===== src/sv/moving_average_with_rail_fault_top_assert.svh =====
// Assertion macros for the moving average block.
`ifndef MOVING_AVERAGE_WITH_RAIL_FAULT_TOP_ASSERT_SVH
`define MOVING_AVERAGE_WITH_RAIL_FAULT_TOP_ASSERT_SVH
`ifndef SYNTHESIS
// Property that must hold at every clock edge outside reset.
`define MAWRF_ASSERT_HOLDS(lbl, expr, msg) \
    lbl: assert property (@(posedge clk) disable iff (!rst_n) (expr)) else $error(msg);
// Consequent must hold in the same cycle as the antecedent.
`define MAWRF_ASSERT_IMPLIES(lbl, ante, cons, msg) \
    lbl: assert property (@(posedge clk) disable iff (!rst_n) (ante) |-> (cons)) \
        else $error(msg);
`else
`define MAWRF_ASSERT_HOLDS(lbl, expr, msg)
`define MAWRF_ASSERT_IMPLIES(lbl, ante, cons, msg)
`endif
`endif


===== src/sv/mawrf_pkg.sv =====
// Shared constants for the moving average block.
package mawrf_pkg;

    // Default sizing
    localparam int WINDOW_DEF      = 16;
    localparam int SAMPLE_BITS_DEF = 12;

    // Fixed port field widths
    localparam int SAMPLE_W  = 12;
    localparam int AVG_W     = 20;
    localparam int COUNT_W   = 5;
    localparam int THRESH_W  = 12;
    localparam int FRAC_BITS = 8;

    localparam logic [THRESH_W-1:0] THRESH_RESET = 12'hFFF;

endpackage


===== src/sv/mawrf_if.sv =====
// Valid/ready channel interfaces for samples, results and the threshold register.
interface mawrf_in_if
    import mawrf_pkg::*;
();
    logic                valid;
    logic                ready;
    logic [SAMPLE_W-1:0] sample;

    modport source (output valid, output sample, input ready);
    modport sink   (input valid, input sample, output ready);
endinterface

interface mawrf_out_if
    import mawrf_pkg::*;
();
    logic               valid;
    logic               ready;
    logic [AVG_W-1:0]   average_q8;
    logic [COUNT_W-1:0] samples_in_window;
    logic               sensor_fault;

    modport source (output valid, output average_q8, output samples_in_window,
                    output sensor_fault, input ready);
    modport sink   (input valid, input average_q8, input samples_in_window,
                    input sensor_fault, output ready);
endinterface

interface mawrf_cfg_if
    import mawrf_pkg::*;
();
    logic                valid;
    logic                ready;
    logic [THRESH_W-1:0] data;

    modport source (output valid, output data, input ready);
    modport sink   (input valid, input data, output ready);
endinterface


===== src/sv/moving_average_with_rail_fault_top.sv =====
// Boxcar moving average over a sample ring, with a rail fault flag.
//
// Channels: samp takes one 12-bit ADC word per handshake; result gives the
// truncated mean (8 fraction bits), the number of samples averaged and the
// fault flag for that word; cfg writes rail_threshold (always ready). The
// user writes it only while idle; the block does not enforce this. A word is
// flagged when zero or at or above the threshold, and is averaged either way.
// Timing: one word at a time. After acceptance the ring entry is read, the
// total is updated and written back, then a restoring divider produces one
// quotient bit per cycle, and the result register loads once it is free.
// The block takes no new word until that load is done.
// Reset clears the fill count, write position, running total and the result
// valid flag, and sets the threshold to 4095. Ring contents need no clearing:
// an entry is read back only once the ring is full.
// If the receiver stalls, the finished result waits in the result register
// and the next word is still taken and processed; its result is held in the
// divider until the result register frees up.
`include "moving_average_with_rail_fault_top_assert.svh"

module moving_average_with_rail_fault_top
    import mawrf_pkg::*;
#(
    parameter int WINDOW      = WINDOW_DEF,
    parameter int SAMPLE_BITS = SAMPLE_BITS_DEF
) (
    input  logic        clk,
    input  logic        rst_n,
    mawrf_in_if.sink    samp,
    mawrf_out_if.source result,
    mawrf_cfg_if.sink   cfg
);

    localparam int POS_W   = (WINDOW > 1) ? $clog2(WINDOW) : 1;
    localparam int CNT_W   = $clog2(WINDOW + 1);
    localparam int TOTAL_W = $clog2(WINDOW * ((1 << SAMPLE_BITS) - 1) + 1);
    localparam int DVD_W   = TOTAL_W + FRAC_BITS;
    localparam int STEP_W  = $clog2(DVD_W + 1);

    localparam logic [1:0] ST_IDLE = 2'd0;
    localparam logic [1:0] ST_READ = 2'd1;
    localparam logic [1:0] ST_DIV  = 2'd2;
    localparam logic [1:0] ST_DONE = 2'd3;

    // Sample ring
    logic [SAMPLE_BITS-1:0] ring [WINDOW];
    logic [SAMPLE_BITS-1:0] rd_data_reg;
    logic                   ring_we;

    logic [1:0]             state_reg, state_next;
    logic [THRESH_W-1:0]    thresh_reg, thresh_next;
    logic [SAMPLE_BITS-1:0] smp_reg, smp_next;
    logic                   fault_reg, fault_next;
    logic [POS_W-1:0]       pos_reg, pos_next;
    logic [CNT_W-1:0]       fill_reg, fill_next;
    logic [TOTAL_W-1:0]     total_reg, total_next;
    logic [DVD_W-1:0]       dvd_reg, dvd_next;
    logic [CNT_W:0]         rem_reg, rem_next;
    logic [STEP_W-1:0]      step_reg, step_next;
    logic                   out_valid_reg, out_valid_next;
    logic [AVG_W-1:0]       out_avg_reg, out_avg_next;
    logic [COUNT_W-1:0]     out_cnt_reg, out_cnt_next;
    logic                   out_fault_reg, out_fault_next;

    logic                      in_fire;
    logic                      ring_full;
    logic [SAMPLE_BITS-1:0]    old_smp;
    logic [SAMPLE_BITS+11:0]   smp_ext;
    logic [CNT_W:0]            rem_shift;
    logic                      q_bit;
    logic                      out_load;
    logic [DVD_W+AVG_W-1:0]    avg_ext;
    logic [CNT_W+COUNT_W-1:0]  cnt_ext;

    assign samp.ready = (state_reg == ST_IDLE);
    assign in_fire    = samp.valid && samp.ready;
    assign cfg.ready  = 1'b1;

    assign smp_ext   = {{SAMPLE_BITS{1'b0}}, samp.sample};
    assign ring_full = (fill_reg == CNT_W'(WINDOW));
    assign old_smp   = ring_full ? rd_data_reg : '0;
    assign ring_we   = (state_reg == ST_READ);

    // One restoring division step
    assign rem_shift = {rem_reg[CNT_W-1:0], dvd_reg[DVD_W-1]};
    assign q_bit     = (rem_shift >= {1'b0, fill_reg});

    assign out_load = (state_reg == ST_DONE) && (!out_valid_reg || result.ready);
    assign avg_ext  = {{AVG_W{1'b0}}, dvd_reg};
    assign cnt_ext  = {{COUNT_W{1'b0}}, fill_reg};

    // Ring memory: synchronous read of the current write position
    always_ff @(posedge clk)
    begin
        if (ring_we)
        begin
            ring[pos_reg] <= smp_reg;
        end
        rd_data_reg <= ring[pos_reg];
    end

    // Next-state logic
    always_comb
    begin
        state_next     = state_reg;
        thresh_next    = thresh_reg;
        smp_next       = smp_reg;
        fault_next     = fault_reg;
        pos_next       = pos_reg;
        fill_next      = fill_reg;
        total_next     = total_reg;
        dvd_next       = dvd_reg;
        rem_next       = rem_reg;
        step_next      = step_reg;
        out_valid_next = out_valid_reg;
        out_avg_next   = out_avg_reg;
        out_cnt_next   = out_cnt_reg;
        out_fault_next = out_fault_reg;

        if (cfg.valid)
        begin
            thresh_next = cfg.data;
        end

        if (result.ready)
        begin
            out_valid_next = 1'b0;
        end

        unique case (state_reg)
            ST_IDLE:
            begin
                if (in_fire)
                begin
                    smp_next   = smp_ext[SAMPLE_BITS-1:0];
                    fault_next = (samp.sample == '0) || (samp.sample >= thresh_reg);
                    state_next = ST_READ;
                end
            end
            ST_READ:
            begin
                // Drop the oldest word once full, add the new one
                total_next = total_reg - TOTAL_W'(old_smp) + TOTAL_W'(smp_reg);
                fill_next  = ring_full ? fill_reg : fill_reg + 1'b1;
                pos_next   = (pos_reg == POS_W'(WINDOW - 1)) ? '0 : pos_reg + 1'b1;
                dvd_next   = {total_next, {FRAC_BITS{1'b0}}};
                rem_next   = '0;
                step_next  = STEP_W'(DVD_W);
                state_next = ST_DIV;
            end
            ST_DIV:
            begin
                rem_next  = q_bit ? rem_shift - {1'b0, fill_reg} : rem_shift;
                dvd_next  = {dvd_reg[DVD_W-2:0], q_bit};
                step_next = step_reg - 1'b1;
                if (step_reg == STEP_W'(1))
                begin
                    state_next = ST_DONE;
                end
            end
            ST_DONE:
            begin
                if (out_load)
                begin
                    out_valid_next = 1'b1;
                    out_avg_next   = avg_ext[AVG_W-1:0];
                    out_cnt_next   = cnt_ext[COUNT_W-1:0];
                    out_fault_next = fault_reg;
                    state_next     = ST_IDLE;
                end
            end
            default:
            begin
                state_next = ST_IDLE;
            end
        endcase
    end

    // Control registers
    always_ff @(posedge clk or negedge rst_n)
    begin
        if (!rst_n)
        begin
            state_reg     <= ST_IDLE;
            thresh_reg    <= THRESH_RESET;
            pos_reg       <= '0;
            fill_reg      <= '0;
            total_reg     <= '0;
            out_valid_reg <= 1'b0;
        end
        else
        begin
            state_reg     <= state_next;
            thresh_reg    <= thresh_next;
            pos_reg       <= pos_next;
            fill_reg      <= fill_next;
            total_reg     <= total_next;
            out_valid_reg <= out_valid_next;
        end
    end

    // Payload and datapath registers
    always_ff @(posedge clk)
    begin
        smp_reg       <= smp_next;
        fault_reg     <= fault_next;
        dvd_reg       <= dvd_next;
        rem_reg       <= rem_next;
        step_reg      <= step_next;
        out_avg_reg   <= out_avg_next;
        out_cnt_reg   <= out_cnt_next;
        out_fault_reg <= out_fault_next;
    end

    assign result.valid             = out_valid_reg;
    assign result.average_q8        = out_avg_reg;
    assign result.samples_in_window = out_cnt_reg;
    assign result.sensor_fault      = out_fault_reg;

    // Checks
    `MAWRF_ASSERT_HOLDS(a_fill_bounded, fill_reg <= CNT_W'(WINDOW), "fill count past window")
    `MAWRF_ASSERT_IMPLIES(a_pos_tracks_fill, fill_reg < CNT_W'(WINDOW), CNT_W'(pos_reg) == fill_reg, "write position out of step with fill count")
    `MAWRF_ASSERT_IMPLIES(a_rem_below_divisor, state_reg == ST_DIV, rem_reg < (CNT_W + 1)'(fill_reg), "remainder not below divisor")

endmodule


===== src/flat_wrapper.sv =====
// flat-port wrapper written by rule: the top's interface ports become plain ports
module moving_average_with_rail_fault_top_flat import mawrf_pkg::*;
#(
    parameter int WINDOW      = WINDOW_DEF,
    parameter int SAMPLE_BITS = SAMPLE_BITS_DEF
)
  (clk, rst_n, samp_valid, samp_sample, samp_ready, result_valid, result_average_q8, result_samples_in_window, result_sensor_fault, result_ready, cfg_valid, cfg_data, cfg_ready);
  mawrf_in_if samp_i ();
  mawrf_out_if result_i ();
  mawrf_cfg_if cfg_i ();
  input  logic clk;
  input  logic rst_n;
  input wire logic [$bits(samp_i.valid)-1:0] samp_valid;
  input wire logic [$bits(samp_i.sample)-1:0] samp_sample;
  output wire logic [$bits(samp_i.ready)-1:0] samp_ready;
  output wire logic [$bits(result_i.valid)-1:0] result_valid;
  output wire logic [$bits(result_i.average_q8)-1:0] result_average_q8;
  output wire logic [$bits(result_i.samples_in_window)-1:0] result_samples_in_window;
  output wire logic [$bits(result_i.sensor_fault)-1:0] result_sensor_fault;
  input wire logic [$bits(result_i.ready)-1:0] result_ready;
  input wire logic [$bits(cfg_i.valid)-1:0] cfg_valid;
  input wire logic [$bits(cfg_i.data)-1:0] cfg_data;
  output wire logic [$bits(cfg_i.ready)-1:0] cfg_ready;
  assign samp_i.valid = samp_valid;
  assign samp_i.sample = samp_sample;
  assign samp_ready = samp_i.ready;
  assign result_valid = result_i.valid;
  assign result_average_q8 = result_i.average_q8;
  assign result_samples_in_window = result_i.samples_in_window;
  assign result_sensor_fault = result_i.sensor_fault;
  assign result_i.ready = result_ready;
  assign cfg_i.valid = cfg_valid;
  assign cfg_i.data = cfg_data;
  assign cfg_ready = cfg_i.ready;
  moving_average_with_rail_fault_top #(.WINDOW(WINDOW), .SAMPLE_BITS(SAMPLE_BITS)) u_core (.clk(clk), .rst_n(rst_n), .samp(samp_i), .result(result_i), .cfg(cfg_i));
endmodule

===== config.mk =====
export PLATFORM = sky130hd
export DESIGN_NAME = moving_average_with_rail_fault_top_flat
export DESIGN_NICKNAME = d
export VERILOG_FILES = /design/src/sv/mawrf_pkg.sv /design/src/sv/mawrf_if.sv /design/src/sv/moving_average_with_rail_fault_top.sv /design/src/flat_wrapper.sv
export VERILOG_INCLUDE_DIRS = /design/src /design/src/sv
export SDC_FILE = /design/constraint.sdc
export NUM_CORES = 1
export LEC_CHECK = 0
export BUFFER_PORTS_ARGS = -buffer_cell sky130_fd_sc_hd__buf_2
export CAP_MARGIN = 15
export CORE_MARGIN = 2
export CORE_UTILIZATION = 38
export CTS_BUF_LIST = sky130_fd_sc_hd__clkbuf_2
export CTS_CLUSTER_DIAMETER = 150
export DETAILED_ROUTE_END_ITERATION = 16
export GPL_TIMING_DRIVEN = 1
export HOLD_SLACK_MARGIN = 0.12
export REMOVE_ABC_BUFFERS = 1
export SLEW_MARGIN = 20
export SYNTH_ARGS = -nofsm -noshare
export SYNTH_HDL_FRONTEND = slang
export SYNTH_SLANG_ARGS = --single-unit

===== constraint.sdc =====
create_clock -name clk -period 9.1 [get_ports clk]
set_input_delay 0.91 -clock clk [delete_from_list [all_inputs] [get_ports clk]]
set_output_delay 0.91 -clock clk [all_outputs]
set_load 0.03 [all_outputs]

Yosys cells after proc, flatten, opt, wreduce, memory -nomap -nowiden
Memory sizes are Yosys's and may differ from the RTL's. A register that Yosys moved wholly into a read port is not among the register bits.
Index checks and enable logic that the tools add are counted.
{ "word_totals": {"ff_bits": 113, "mem_bits_rw": 192, "output_inout_bits": 29, "n_memories": 1} }
{ "mem_list": {"columns": ["memory", "depth", "width", "rd", "rd_clocked_by_memory_dff", "write_ports", "line_no", "source"], "rows": [
  ["u_core.ring", 16, 12, 1, 1, 1, "moving_average_with_rail_fault_top.sv:45", "logic [SAMPLE_BITS-1:0] ring [WINDOW];"]
]} }
{ "classes": {"addsub": 6, "order_cmp": 2, "n_eq_ne": 9, "n_mux": 15, "bitwise": 1, "reduce_logical": 12} }
{ "op_table": {"columns": ["cell", "n"], "rows": [
  ["$pmux W24 S2", 1],
  ["$pmux W5 S2", 2],
  ["$add A16 B12 Y16", 1],
  ["$sub A16 B12 Y16", 1],
  ["$ge A12 B12 Y1", 1],
  ["$logic_not A12 Y1", 1],
  ["$mux W12", 1],
  ["$pmux W2 S4", 1],
  ["$ge A6 B5 Y1", 1],
  ["$mux W2", 3],
  ["$reduce_and A2 Y1", 3],
  ["$add A5 B1 Y5 const B", 1],
  ["$eq A5 B1 Y1 const B", 1],
  ["$eq A5 B5 Y1 const B", 1],
  ["$mux W1", 5],
  ["$mux W5", 1],
  ["$sub A5 B1 Y5 const B", 1],
  ["$sub A5 B5 Y5", 1],
  ["$add A4 B1 Y4 const B", 1],
  ["$eq A2 B2 Y1 const B", 2],
  ["$eq A4 B4 Y1 const B", 1],
  ["$mux W4", 1],
  ["$ne A2 B1 Y1 const B", 2],
  ["$reduce_and A3 Y1", 1],
  ["8 further kinds", 10]
]} }

Depth between registers and ports, before layout
{ "depth": {"ltp_word": 5, "depth_mapped": 16} }

Worst setup path before layout
Ideal clock, no wire load.
{ "synth_path": {"path_type": "register to register", "startpoint": "reg u_core.fill_reg[1]", "endpoint": "reg u_core.dvd_reg[18], data pin", "setup_ns": 0.266, "arrival_ns": 3.253, "t_required_ns": 8.834, "slack_ns": 5.580, "stages_incl_launch_ff": 15, "n_path_buf": 1, "synth_period_minus_slack_ns": 3.520, "cell_sequence": "dfrtp_1 > inv_1 > ha_1 > nand2_1 > nor3_1 > clkbuf_1 > nand2_1 > fa_1 > ha_1 > a21o_2 > a221oi_2 > o221ai_1 > a21oi_1 > xor2_1 > o21ai_0"} }
{ "synth_between": {"elab_chain_cells": 5} }
{ "synth_lines": {"columns": ["item", "line_no", "source"], "rows": [
  ["start: declaration", "moving_average_with_rail_fault_top.sv:54", "logic [CNT_W-1:0] fill_reg, fill_next;"],
  ["start signal: assignment", "moving_average_with_rail_fault_top.sv:195", "fill_reg <= fill_next;"],
  ["$eq A5 B5 Y1", "moving_average_with_rail_fault_top.sv:79", "assign ring_full = (fill_reg == CNT_W'(WINDOW));"],
  ["$mux W12", "moving_average_with_rail_fault_top.sv:80", "assign old_smp = ring_full ? rd_data_reg : '0;"],
  ["$sub A16 B12 Y16", "moving_average_with_rail_fault_top.sv:142", "total_next = total_reg - TOTAL_W'(old_smp) + TOTAL_W'(smp_reg);"],
  ["$add A16 B12 Y16", "moving_average_with_rail_fault_top.sv:142", null],
  ["$pmux W24 S2", "moving_average_with_rail_fault_top.sv:129", "unique case (state_reg)"],
  ["named net u_core.dvd_next[18]", "moving_average_with_rail_fault_top.sv:56", "logic [DVD_W-1:0] dvd_reg, dvd_next;"],
  ["end signal: assignment", "moving_average_with_rail_fault_top.sv:206", "dvd_reg <= dvd_next;"],
  ["end: declaration", "moving_average_with_rail_fault_top.sv:56", null]
]} }
The timed path passes the listed nets, and every way through them passes these cells.
A chain may end at the register's enable or synchronous reset.

Worst setup path after layout
{ "layout_path": {"startpoint": "reg u_core.fill_reg[0]", "endpoint": "reg u_core.dvd_reg[20], data pin"} }
Same word-level chain as after synthesis.

==> results by group <==
Logic synthesis
  • Prevailing post-synth register cell: edfxtp_1
  • Area share of the largest cell type after synthesis: 58.6%
  • Most common cell in the netlist: edfxtp_1
  • Synthesized instance count: 828
  • Ys async rst share: 12.6%
  • Avg Inst Size Synth: 16.4 sq um
  • Post-synth top area cell: edfxtp_1
  • EDFF count, synth: 265
  • Yosys reg bits: 317
  • Seq/Total Area, Yosys: 67.9%
  • Mapped cell area: 13,600 sq um
  • Post-synthesis cell type count: 60
  • Yosys warns: 0
  • Ranking of synthesized cells by area: edfxtp_1, mux4_2, dfrtp_1
  • Top cells by count, synth: edfxtp_1, inv_1, mux4_2, ha_1, nand2_1

Layout
  • Syn-to-layout area delta: 11.8%
  • Final cell count without fillers: 1,473
  • Final Cell Area: 15,200 sq um
  • Max FFs per register: 192
  • Final Net Count: 1,035
  • Filler cells: 3,227
  • Fraction of layout cells with a size suffix above 1: 28.8%

CTS
  • CTS Buffer Depth: 3
  • H-tree Lvls: 3
  • Setup Buffers After CTS: 0
  • CTS tree: built
  • CTS Root Cell: clkbuf_2
  • Clock Sink Count: 317
  • Post-cts sizing count: 0
  • Total CTS buffers: 80
  • Clock-pin slew on the worst setup and hold paths: 0.11 ns
  • Clk_lat worst skew: 0.90 ns

Route
  • Final ANT Viol Nets: 0
  • DRT iter0 DRCs: 523
  • Total number of vias: 7,283
  • Routed WL: 27,900 microns
  • Vias per cell: 4.94
  • Routed length per instance: 18.9 microns
  • Initial DRT Pass Iterations: 4
  • DRC viols: 0

Worst setup path
  • Buf/Inv on CP: 3
  • Slowest stage delay, CP: 0.51 ns
  • Crit-path cells: inv_1 -> ha_1 -> nand2_1 -> nor3_1 -> buf_4 -> and2_1 -> fa_1 -> inv_1 -> fa_1 -> a21o_1 -> a221oi_2 -> o311ai_0 -> a21oi_1 -> xor2_1 -> o21ai_0
  • Reg2reg setup slack: 5.22 ns
  • Startpoint types: flop
  • Critical path fanouts, max: 14
  • CP Data Arrival Time: 4.48 ns
  • Critical path's slowest cell: a221oi_2
  • Worst setup EP type: flop
  • Setup CP Type: flop to flop
  • Required time of the worst setup path: 9.70 ns
  • Worst path top cell family by delay: compound AO/OA/AOI/OAI gates

Job
  • Max-Cap Viols: 0

Global route
  • Initial antenna violation count: 1
  • Total track usage: 15.6%
  • Global-route wire length before repair: 43,000 microns
  • Vias in the first global route: 7,596
  • GRT overflow: 0
  • Largest net degree at the start of global routing: 53

Place
  • Placed cell areas: 14,400 sq um
  • Final RePlAce weighted congestion: 0.815
  • Dpl ws: 5.25 ns
  • Hpwl dp: 17,000 microns
  • Port bufs: 56
  • Dpl cells: 1,326

STA
  • Period minus WS final: 3.88 ns
  • Tcrit/Tclk final: 42.7%
  • Slew at the pin closest to its max-slew limit: 1.11 ns
  • Finish-stage setup viols: 0
  • Fmax: 258 MHz
  • Final Hold Viols: 0
  • Fin Setup TNS: 0 ns
  • Relative slew slack: 25.7%
  • Slew Viols, Final: 0
  • Final setup margin: 5.22 ns
  • Final Skew: 0.0685 ns
  • Unrepaired setup endpoints after global routing: false

Die
  • Io pins: 58
  • Starting density of the core: 38.3%
  • Core area: 35,400 sq um
  • Row cnt: 69
  • Die Span X: 193 microns
  • Die area: 37,200 sq um
  • Die Y: 193 microns

Power and ir drop
  • Pwr dens: 343 nW/um^2
  • Total power: 0.00521 W
  • Total leakage power: 5.67 nW
  • Worst vdd ir: 0.000161 V

Min path
  • Hold Path Class: input pin to flop

Outcome
  • Status: completed
==> where the power goes <==
part | leakage, nW | internal [W] | total, W | switching [W]
logic | 2.12 | 0.000840 | 0.00200 | 0.00116
registers | 2.99 | 0.00202 | 0.00224 | 0.000222
clock network | 0.568 | 0.000388 | 0.000967 | 0.000579
total | 5.67 | 0.00325 | 0.00521 | 0.00196
==> timing repair <==
| item | CTS | global route |
|---|---|---|
| hold buffers | 1 | 0 |
| setup endpoints to repair | 0 | 0 |
| endpoints found under the hold margin | 27 | 0 |
==> per-stage QoR <==
step	hold WS, ns	util (%)
finish	0.228	42.8
global route	0.154	42.8
CTS	0.128	42.8
detailed placement	0.419	40.7
global placement	0.409	40.7
floorplan	0.400	-
==> logic make-up after synthesis <==
logic type               synth area share [%]
AND/OR/NAND/NOR                          5.59
XOR/XNOR                                 1.42
other                                  0.0276
multiplexers                             11.4
AO/OA/AOI/OAI                            4.41
adder cells (fa/ha/maj)                  6.07
buffers and inverters                    3.15
flip-flops                               67.9
==> cell type report <==
cell class                 instances  area [sq um]  area share [%]
clock buffer                     122           611            4.03
clock inverter                    23           134           0.883
sequential                       317          9220            60.8
antenna                            1          2.50          0.0165
inverter                          83           312            2.05
multi-input combinational        400          3960            26.1
timing repair buffer              66           358            2.36
tap                              461           577            3.80
==> cell usage in the layout, fill, tap and decap left out, types with 9 or more instances in the layout <==
cell / instances
clkbuf_2: 122
and2_1: 31
ha_1: 45
nand3_1: 11
dfstp_2: 12
buf_2: 56
nand2_1: 45
clkinv_1: 14
buf_4: 9
mux2i_1: 12
xor2_1: 10
edfxtp_1: 265
nor2_1: 15
mux4_2: 60
inv_1: 83
xnor2_1: 12
o21ai_0: 36
a21oi_1: 23
fa_1: 13
dfxtp_1: 12
dfrtp_1: 26
==> routing by layer <==
metal / GRT usage (%) / share of wire, % / routed length [microns]
met1: 20.5 / 45 / 12400
met2: 25.1 / 48 / 13400
met3: 3.62 / 5.1 / 1420
met4: 6.47 / 2.1 / 584
met5: 0 / 0 / 0
==> path summary, 6_finish.rpt <==
| path | start | cells after the start | endpoint |
|---|---|---|---|
| max reg2reg | u_core.fill_reg[0] | 15 | u_core.dvd_reg[20] |
| max | u_core.fill_reg[0] | 15 | u_core.dvd_reg[20] |
| min in group asynchronous | rst_n | 3 | u_core.pos_reg[3] |
| max in group asynchronous | rst_n | 3 | u_core.pos_reg[0] |
| min reg2reg | u_core.dvd_reg[1] | 0 | u_core.result.average_q8[1] |
| min | cfg_data[10] | 3 | u_core.thresh_reg[10] |
==> tightest hold or removal path, stage by stage <==
cell and delay (ns):
buf_2 0.09, nand2_1 0.04, o21ai_0 0.07
No activity file was read; power rests on OpenSTA's default activity.
